<file path="config.mk">
export PLATFORM = sky130hd
export DESIGN_NAME = pmrb_point_unit
export DESIGN_NICKNAME = d
export VERILOG_FILES = /design/src/rtl/pmrb_pkg.sv /design/src/rtl/pmrb_point_unit.sv
export SDC_FILE = /design/constraint.sdc
export NUM_CORES = 2
export LEC_CHECK = 0
export ABC_AREA = 1
export BUFFER_PORTS_ARGS = -buffer_cell sky130_fd_sc_hd__buf_2
export CAP_MARGIN = 10
export CORE_MARGIN = 2
export CORE_UTILIZATION = 47
export DETAILED_ROUTE_END_ITERATION = 10
export PLACE_DENSITY = 0.7
export SYNTH_ARGS = -nofsm -noshare
export SYNTH_HDL_FRONTEND = slang
export SYNTH_SLANG_ARGS = --single-unit
</file>
<file path="constraint.sdc">
create_clock -name clk_i -period 7.5 [get_ports clk_i]
set_input_delay 0.375 -clock clk_i [delete_from_list [all_inputs] [get_ports clk_i]]
set_output_delay 0.375 -clock clk_i [all_outputs]
set_load 0.005 [all_outputs]
</file>
<file path="src/rtl/pmrb_pkg.sv">
// Package: shared types, constants and the arctangent table for the range binner.
package pmrb_pkg;

  localparam int NumBins    = 360;
  localparam int BinW       = 9;
  localparam int CoordW     = 16;
  localparam int RangeW     = 15;
  localparam int StoreW     = 16;
  localparam int CordicSteps = 16;
  localparam int StepW      = 4;
  localparam int AngW       = 32;
  localparam int CxW        = 19;
  localparam int SqW        = 31;
  localparam int RootW      = 16;
  localparam logic [StoreW-1:0] EmptyMark = 16'hFFFF;

  typedef enum logic {
    CmdInsert = 1'b0,
    CmdRead   = 1'b1
  } cmd_e;

  typedef enum logic [0:0] {
    CfgMapRange  = 1'b0,
    CfgMaxHeight = 1'b1
  } cfg_idx_e;

  // Point unit sequencing
  typedef enum logic [1:0] {
    PuIdle,
    PuGate,
    PuIter,
    PuBin
  } pu_state_e;

  // Request from the datapath to the bin store
  typedef struct packed {
    logic            valid;
    logic            is_read;
    logic [BinW-1:0] bin;
    logic [RangeW:0] range_mm;
  } bin_req_t;

  function automatic logic [AngW-1:0] atan_lut(input logic [StepW-1:0] i);
    logic [AngW-1:0] r;
    case (i)
      4'd0:  r = 32'h20000000;
      4'd1:  r = 32'h12E4051E;
      4'd2:  r = 32'h09FB385B;
      4'd3:  r = 32'h051111D4;
      4'd4:  r = 32'h028B0D43;
      4'd5:  r = 32'h0145D7E1;
      4'd6:  r = 32'h00A2F61E;
      4'd7:  r = 32'h00517C55;
      4'd8:  r = 32'h0028BE53;
      4'd9:  r = 32'h00145F2F;
      4'd10: r = 32'h000A2F98;
      4'd11: r = 32'h000517CC;
      4'd12: r = 32'h00028BE6;
      4'd13: r = 32'h000145F3;
      4'd14: r = 32'h0000A2FA;
      default: r = 32'h0000517D;
    endcase
    return r;
  endfunction

endpackage

</file>
<file path="src/rtl/pmrb_point_unit.sv">
// Point unit: range gate, iterative CORDIC bearing and iterative square root.
module pmrb_point_unit (
  input  logic                           clk_i,
  input  logic                           rst_ni,
  input  logic                           start_i,
  input  logic signed [pmrb_pkg::CoordW-1:0] x_i,
  input  logic signed [pmrb_pkg::CoordW-1:0] y_i,
  input  logic signed [pmrb_pkg::CoordW-1:0] z_i,
  input  logic [pmrb_pkg::RangeW-1:0]    map_range_i,
  input  logic signed [pmrb_pkg::CoordW-1:0] max_height_i,
  output logic                           busy_o,
  output pmrb_pkg::bin_req_t             req_o
);
  import pmrb_pkg::*;

  pu_state_e state_q, state_d;
  logic [StepW-1:0]     step_q, step_d;
  logic signed [CxW-1:0] cx_q, cx_d, cy_q, cy_d;
  logic signed [AngW:0]  ang_q, ang_d;
  logic [SqW:0]          d2_q, d2_d, rem_q, rem_d;
  logic [RootW-1:0]      root_q, root_d;
  logic                  keep_q, keep_d;
  logic signed [CoordW:0] ax_q, ay_q, ax_d, ay_d;
  logic [SqW:0]          lim_q, lim_d;
  logic [AngW+BinW-1:0]  prod_q, prod_d;
  bin_req_t              req_d;

  logic signed [CxW-1:0] dx, dy;
  logic [AngW-1:0]       phase;
  logic [AngW+BinW:0]    scaled;
  logic [BinW-1:0]       bin_w;

  always_ff @(posedge clk_i or negedge rst_ni) begin
    if (!rst_ni) begin
      state_q <= PuIdle;
    end else begin
      state_q <= state_d;
    end
  end

  always_ff @(posedge clk_i) begin
    step_q <= step_d;  cx_q <= cx_d;  cy_q <= cy_d;  ang_q <= ang_d;
    d2_q <= d2_d;  rem_q <= rem_d;  root_q <= root_d;  keep_q <= keep_d;
    ax_q <= ax_d;  ay_q <= ay_d;  lim_q <= lim_d;  prod_q <= prod_d;
  end

  assign dx    = cy_q >>> step_q;
  assign dy    = cx_q >>> step_q;
  assign phase = ang_q[AngW-1:0] + 32'h80000000;
  assign scaled = {1'b0, prod_q} + 42'h080000000;
  assign bin_w  = (scaled[AngW+BinW-1:AngW] >= BinW'(NumBins)) ?
                  BinW'(scaled[AngW+BinW-1:AngW] - BinW'(NumBins)) :
                  scaled[AngW+BinW-1:AngW];

  always_comb begin
    logic [SqW:0] cand;
    logic [RootW-1:0] rsh;
    state_d = state_q;  step_d = step_q;  cx_d = cx_q;  cy_d = cy_q;
    ang_d = ang_q;  d2_d = d2_q;  rem_d = rem_q;  root_d = root_q;
    keep_d = keep_q;  ax_d = ax_q;  ay_d = ay_q;  lim_d = lim_q;
    prod_d = prod_q;
    req_d = '0;
    cand = '0;
    rsh = '0;
    unique case (state_q)
      PuIdle: begin
        if (start_i) begin
          ax_d = x_i[CoordW-1] ? -(CoordW+1)'(x_i) : (CoordW+1)'(x_i);
          ay_d = y_i[CoordW-1] ? -(CoordW+1)'(y_i) : (CoordW+1)'(y_i);
          lim_d = (SqW+1)'(map_range_i) * (SqW+1)'(map_range_i);
          keep_d = z_i < max_height_i;
          step_d = '0;
          if (x_i[CoordW-1] && !y_i[CoordW-1]) begin
            cx_d = CxW'(y_i);  cy_d = -CxW'(x_i);  ang_d = 33'sh040000000;
          end else if (x_i[CoordW-1]) begin
            cx_d = -CxW'(y_i); cy_d = CxW'(x_i);  ang_d = -33'sh040000000;
          end else begin
            cx_d = CxW'(x_i);  cy_d = CxW'(y_i);  ang_d = '0;
          end
          state_d = PuGate;
        end
      end
      PuGate: begin
        // magnitudes reach 32768, so square them at full width
        d2_d = (SqW+1)'($unsigned(ax_q)) * (SqW+1)'($unsigned(ax_q)) +
               (SqW+1)'($unsigned(ay_q)) * (SqW+1)'($unsigned(ay_q));
        rem_d = d2_d;
        root_d = '0;
        state_d = PuIter;
      end
      PuIter: begin
        if (step_q == '0 && (!keep_q || d2_q >= lim_q)) begin
          state_d = PuIdle;
        end else begin
          // CORDIC vectoring step
          if (!cy_q[CxW-1]) begin
            cx_d = cx_q + dx;  cy_d = cy_q - dy;
            ang_d = ang_q + $signed({1'b0, atan_lut(step_q)});
          end else begin
            cx_d = cx_q - dx;  cy_d = cy_q + dy;
            ang_d = ang_q - $signed({1'b0, atan_lut(step_q)});
          end
          // restoring square root step for result bit 15-step
          rsh = root_q | (RootW'(1) << (4'd15 - step_q));
          cand = (SqW+1)'(rsh) * (SqW+1)'(rsh);
          if (cand <= rem_q) root_d = rsh;
          step_d = step_q + 1'b1;
          if (step_q == StepW'(CordicSteps - 1)) state_d = PuBin;
        end
      end
      PuBin: begin
        if (!keep_q) begin
          prod_d = (AngW+BinW)'(phase) * (AngW+BinW)'(NumBins);
          keep_d = 1'b1;
        end else begin
          req_d.valid = 1'b1;
          req_d.bin = bin_w;
          req_d.range_mm = (RangeW+1)'(root_q);
          state_d = PuIdle;
        end
      end
      default: state_d = PuIdle;
    endcase
    if (state_q == PuIter && state_d == PuBin) keep_d = 1'b0;
  end

  assign busy_o = (state_q != PuIdle);
  assign req_o  = req_d;

  logic unused;
  assign unused = scaled[AngW+BinW];
endmodule

</file>
After elaboration in Yosys (flattened, before gate mapping)
Memory sizes are Yosys's and may differ from the RTL's. A register that Yosys moved wholly into a read port is not among the register bits.
Cells that the tools add are included.
{ "totals": {"register_bits": 228, "mem_bits_ro": 960, "inputBits": 82, "memories": 2, "out_inout_bits": 28, "wordCells": 117} }
{ "memory_table": {"columns": ["name", "words", "word_bits", "read_ports", "rd_ports_with_merged_regs", "write_ports", "line", "rtl"], "rows": [
  ["(name not given)", 16, 30, 1, 1, 0, "pmrb_pkg.sv:45", "case (i)"],
  ["(name not given)", 16, 30, 1, 1, 0, "pmrb_pkg.sv:45", null]
]} }
{ "op_classes": {"n_eq_ne": 8, "muxes": 46, "n_mul": 5, "n_reduce_logical": 17, "n_addsub": 16, "n_bitwise": 2, "magnitude_cmp": 4, "shift": 3} }
{ "ops": {"columns": ["cell", "count"], "rows": [
  ["$mux 32", 6],
  ["$mux 19", 10],
  ["$mux 33", 5],
  ["$pmux 19 s2", 2],
  ["$pmux 33 s2", 1],
  ["$mul 17x17->32", 2],
  ["$mux 25", 2],
  ["$add 41x32->41 const B", 1],
  ["$add 19x19->19", 2],
  ["$mul 32x6->38 const B", 1],
  ["$neg 16->19", 2],
  ["$sshr 19x4->19", 2],
  ["$sub 19x19->19", 2],
  ["$neg 16->17", 2],
  ["$add 33x33->33", 1],
  ["$sub 33x33->33", 1],
  ["$add 32x32->32", 1],
  ["$add 32x32->32 const B", 1],
  ["$ge 32x30->1", 1],
  ["$le 32x32->1", 1],
  ["$mul 16x16->32", 1],
  ["$mux 16", 2],
  ["$pmux 16 s2", 1],
  ["$mul 15x15->30", 1],
  ["28 further kinds", 50]
]} }

Logic depth before layout (Yosys ltp)
{ "logic_depth": {"ltp_word": 9, "mapped_depth": 44, "mapped_depth_nobuf": 40} }

Least setup slack after synthesis
No wires, ideal clock.
{ "synth_timing": {"kind": "register to register", "start": "register step_q[1]", "end": "register root_q[0], enable pin", "path_buffers": 4, "synth_period_minus_slack_ns": 8.179, "setup_ns": 0.364, "arrival_ns": 7.815, "slack_ns": -0.679, "required_time_ns": 7.136, "path_stages_with_launch": 38, "cell_sequence": "edfxtp_1 -> buf_2 -> inv_2 -> buf_6 -> buf_4 -> ha_1 -> nand2_1 -> o21ai_1 -> clkbuf_1 -> nand2_1 -> fa_1 -> inv_1 -> fa_1 -> fa_1 -> fa_1 -> fa_1 -> inv_1 -> fa_1 -> (+2 left out) -> a21oi_1 -> o21ai_0 -> a21oi_1 -> nand3_1 -> a21o_1 -> a21oi_1 -> o21ai_0 -> nand2_1 -> nand2_1 -> ha_1 -> nand2_1 -> nor2_1 -> nand4_1 -> nor2_1 -> nand3_1 -> nand2_1 -> a21oi_1 -> inv_1"} }
{ "synth_between": {"elab_chain_len": 7, "word_cells_on_any_way": 10, "cone_classes": "add/sub (1); mul (1); order compare (1); eq/ne (2); shift (1); bitwise (1); reduce/logical (3)"} }
{ "synth_lines": {"columns": ["item", "line", "rtl"], "rows": [
  ["start: declaration", "pmrb_point_unit.sv:17", "logic [StepW-1:0] step_q, step_d;"],
  ["start signal: assignment", "pmrb_point_unit.sv:42", "step_q <= step_d; cx_q <= cx_d; cy_q <= cy_d; ang_q <= ang_d;"],
  ["$sub 4x4->4", "pmrb_point_unit.sv:104", "rsh = root_q | (RootW'(1) << (4'd15 - step_q));"],
  ["$shl 1x4->16", "pmrb_point_unit.sv:104", null],
  ["$or 16x16->16", "pmrb_point_unit.sv:104", null],
  ["$mul 16x16->32", "pmrb_point_unit.sv:105", "cand = (SqW+1)'(rsh) * (SqW+1)'(rsh);"],
  ["$le 32x32->1", "pmrb_point_unit.sv:106", "if (cand <= rem_q) root_d = rsh;"],
  ["$ne 2x2->1 (no source line)", null, null],
  ["$reduce_and 3->1 (no source line) *", null, null],
  ["end signal: assignment", "pmrb_point_unit.sv:43", "d2_q <= d2_d; rem_q <= rem_d; root_q <= root_d; keep_q <= keep_d;"],
  ["end: declaration", "pmrb_point_unit.sv:21", "logic [RootW-1:0] root_q, root_d;"]
]} }
Every way passes the cells marked *; elsewhere a longest branch is shown, timed or not.
A chain may end at the register's enable or synchronous reset.

Worst setup path after layout
{ "layout_timing": {"start": "register step_q[0]", "end": "register root_q[1], enable pin"} }
Same word-level chain as after synthesis.

==> reports/results.ini <==
[global_route]
grt_overflow=0
grt_pass1_wl_um=224900
grt_pass1_vias=43180
grt.total_usage_pct=25.19
grt_max_degree=74
antenna_found_initial=27

[floorplan]
die_h_um=334.5
start_util_pct=47.30
die-area_um2=111900
coreArea_um2=108600
num_io_pins=110
die_w_um=334.5
row_count=121

[logic_synthesis]
synth_top_family_by_area=adder cells
synth.yosys.seq_area_share_pct=12.71
synth_top_cell_by_area=fa_1
synthSimpleGateAreaFrac_pct=16.34
synth_top_area_share_pct=31.11
synth-edff-count=195
ys_types=63
synth_adder_area_share_pct=45.83
netlist_instances=6413
yosys_most_used_dff=edfxtp_1
synthTopCellsByArea=fa_1 31%, ha_1 15%, inv_1 12%
synth-seq-cells=228
async_flop_share_pct=0.8772
ys_warn_count=0
synth.avg_cell_area_um2=8.006
syn_area_um2=51340
synthMuxAreaShare_pct=0
synth_compound_area_share_pct=7.871
yosys.area_share.xor_xnor_pct=3.872

[place]
port_buffers=108
place_hpwl_um=117800
place.gp.congestion=0.9794
dp.cells=8026

[routing]
num_vias=42270
top_layer=met5
drt_wl_total_um=139200
drt-met1-wl_um=59650
dr_wl_met3_um=10540
drt_iter0_drc=3293
firstDrtPassIters=7
drcViolationCount=0
drt-wirelength-per-cell_um=17.09
wl_met2_um=64470
ant_nets=0
viasPerCell=5.191

[setup_path]
path_common_cell=fa_1
worstPathRequired_ps=7840
cp_max_fo=8
crit_buf_inv=10
crit_family=adder cells
slowest_delay_ps=640
startpoint_type=flop
worstSetupPathType=reg -> reg
endpoint_kind=flop
slowest_stage=fa_2
arrival_ps=8110

[clock_tree]
numCtsBuffers=29
clk_latency_ps=590
htree_levels=1
cts.reportedPaths.clkPinSlew_ps=60
cts_tree=yes
clockRootBuffer=clkbuf_16
cts.sinks=228
clock_path_buffers=3

[sta]
finalSetupViolations=16
period_minus_slack_ps=7763
skew_ps=18.59
worstMarginPinSlew_ps=1051
hold_viol=0
rsz0062_at_grt=yes
postLayoutSetupSlackWorst_ps=-262.9
maxSlewHeadroom_pct=29.95
clock.fmax_ghz=0.1288
min_period_over_period_pct=103.5
drv_slew=0

[run_status]
status=finished, violations left
violations=negative setup slack

[run]
maxCapViolations=0

[layout]
fill_cells=10060
final_cells=8143
nets=8181
areaGrowthSynthToFinish_pct=11.44
fin_util_pct=52.71
seq_area_um2=6526
multi_input_area_um2=38680
drive_above_1_share_pct=9.808

[hold_path]
hp-class=in -> reg

path summary, 6_finish.rpt:
path | start | end | slack [ps] | depth (start not counted)
max in group asynchronous | rst_ni | state_q[0]$_DFF_PN0_ | 7200 | 2
hold reg to reg | flop | ang_q[0]$_SDFFCE_PN0P_ | 760 | 2
min in group asynchronous | rst_ni | state_q[1]$_DFF_PN0_ | 150 | 2
setup reg to reg | step_q[0]$_DFFE_PP_ | root_q[1]$_SDFFCE_PN0P_ | -260 | 38
setup / recovery | step_q[0]$_DFFE_PP_ | root_q[1]$_SDFFCE_PN0P_ | -260 | 38
hold / removal | x_i[0] | ax_q[0]$_DFFE_PP_ | 60 | 1
synth_stat cells, types with 24 or more instances:
cell type and n:
fa_1 798, nor3_1 48, nor2_1 312, inv_1 1614, a31oi_1 26, nand3_1 252, o21ai_0 203, edfxtp_1 195
ha_1 604, clkbuf_1 125, a21o_1 25, o21ai_1 24, xor2_1 148, dfxtp_1 31, a21oi_1 305, nand2_1 1325
nand4_1 38, xnor2_1 79
per-layer routing:
metal	GRT usage [%]	up-vias
met5	0	-
met3	4.406	251
met1	34.21	20470
li1	-	20240
met4	7.217	22
met2	41.31	1285
timing repair:
action | CTS | global route
endpoints found under the hold margin | 2 | 0
setup buffers | 19 | 33
hold buffers | 1 | 0
pin swaps | 36 | 36
gates resized for setup | 47 | 63
gates cloned | 1 | 0
endpoints found under the setup margin | 16 | 29
layout by cell type, fill, tap and decap left out, types with 17 or more instances in the layout:
cell type,netlist,layout
fa_1,798,789
a21oi_1,305,282
xnor2_1,79,76
edfxtp_1,195,195
clkbuf_16,0,31
buf_2,21,108
a21o_1,25,25
o21ai_0,203,193
o211ai_1,17,17
a21oi_2,0,19
nor2_1,312,301
buf_4,9,293
inv_1,1614,1599
nor3_1,48,45
o21ai_1,24,27
ha_1,604,581
nand4_1,38,38
nand2_1,1325,1303
ha_4,0,20
dfxtp_1,31,31
nand2_2,13,25
a31oi_1,26,24
xor2_1,148,146
nor2_2,9,19
nand3_1,252,248
kinds of logic after synthesis:
logic type,Yosys count
buffers and inverters,1796
and+or+nand+nor,2048
DFF,228
adders and majority gates,1402
AOI/OAI and AO/OA,711
other,1
xor gates and xnor gates,227
stage by stage:
stage | cell area [um^2] | worst slack, ps | hold slack [ps] | setup TNS, ps
final | 57220 | -262.9 | 61.80 | -4079
after global routing | 57210 | -536.4 | 58.19 | -8491
after CTS | 56640 | -172.0 | 52.57 | -2513
after detailed placement | 55320 | -562.6 | 201.8 | -8997
after global placement | 55320 | -433.3 | 199.4 | -6927
after floorplan | 51820 | 1.886 | 79.41 | 0
cell type report:
cell class | count | area share [%]
repair inverters | 1 | 0.02843
diodes | 10 | 0.04373
repair buffers | 425 | 5.458
flip-flops and latches | 228 | 11.41
well taps | 1414 | 3.092
inverters | 1621 | 10.66
multi-input cells | 4391 | 67.59
clock inverters | 13 | 0.2624
clock buffers | 40 | 1.450
Power is not shown: default switching activity piles up to over one toggle a cycle in this logic, so the estimate is an artifact.
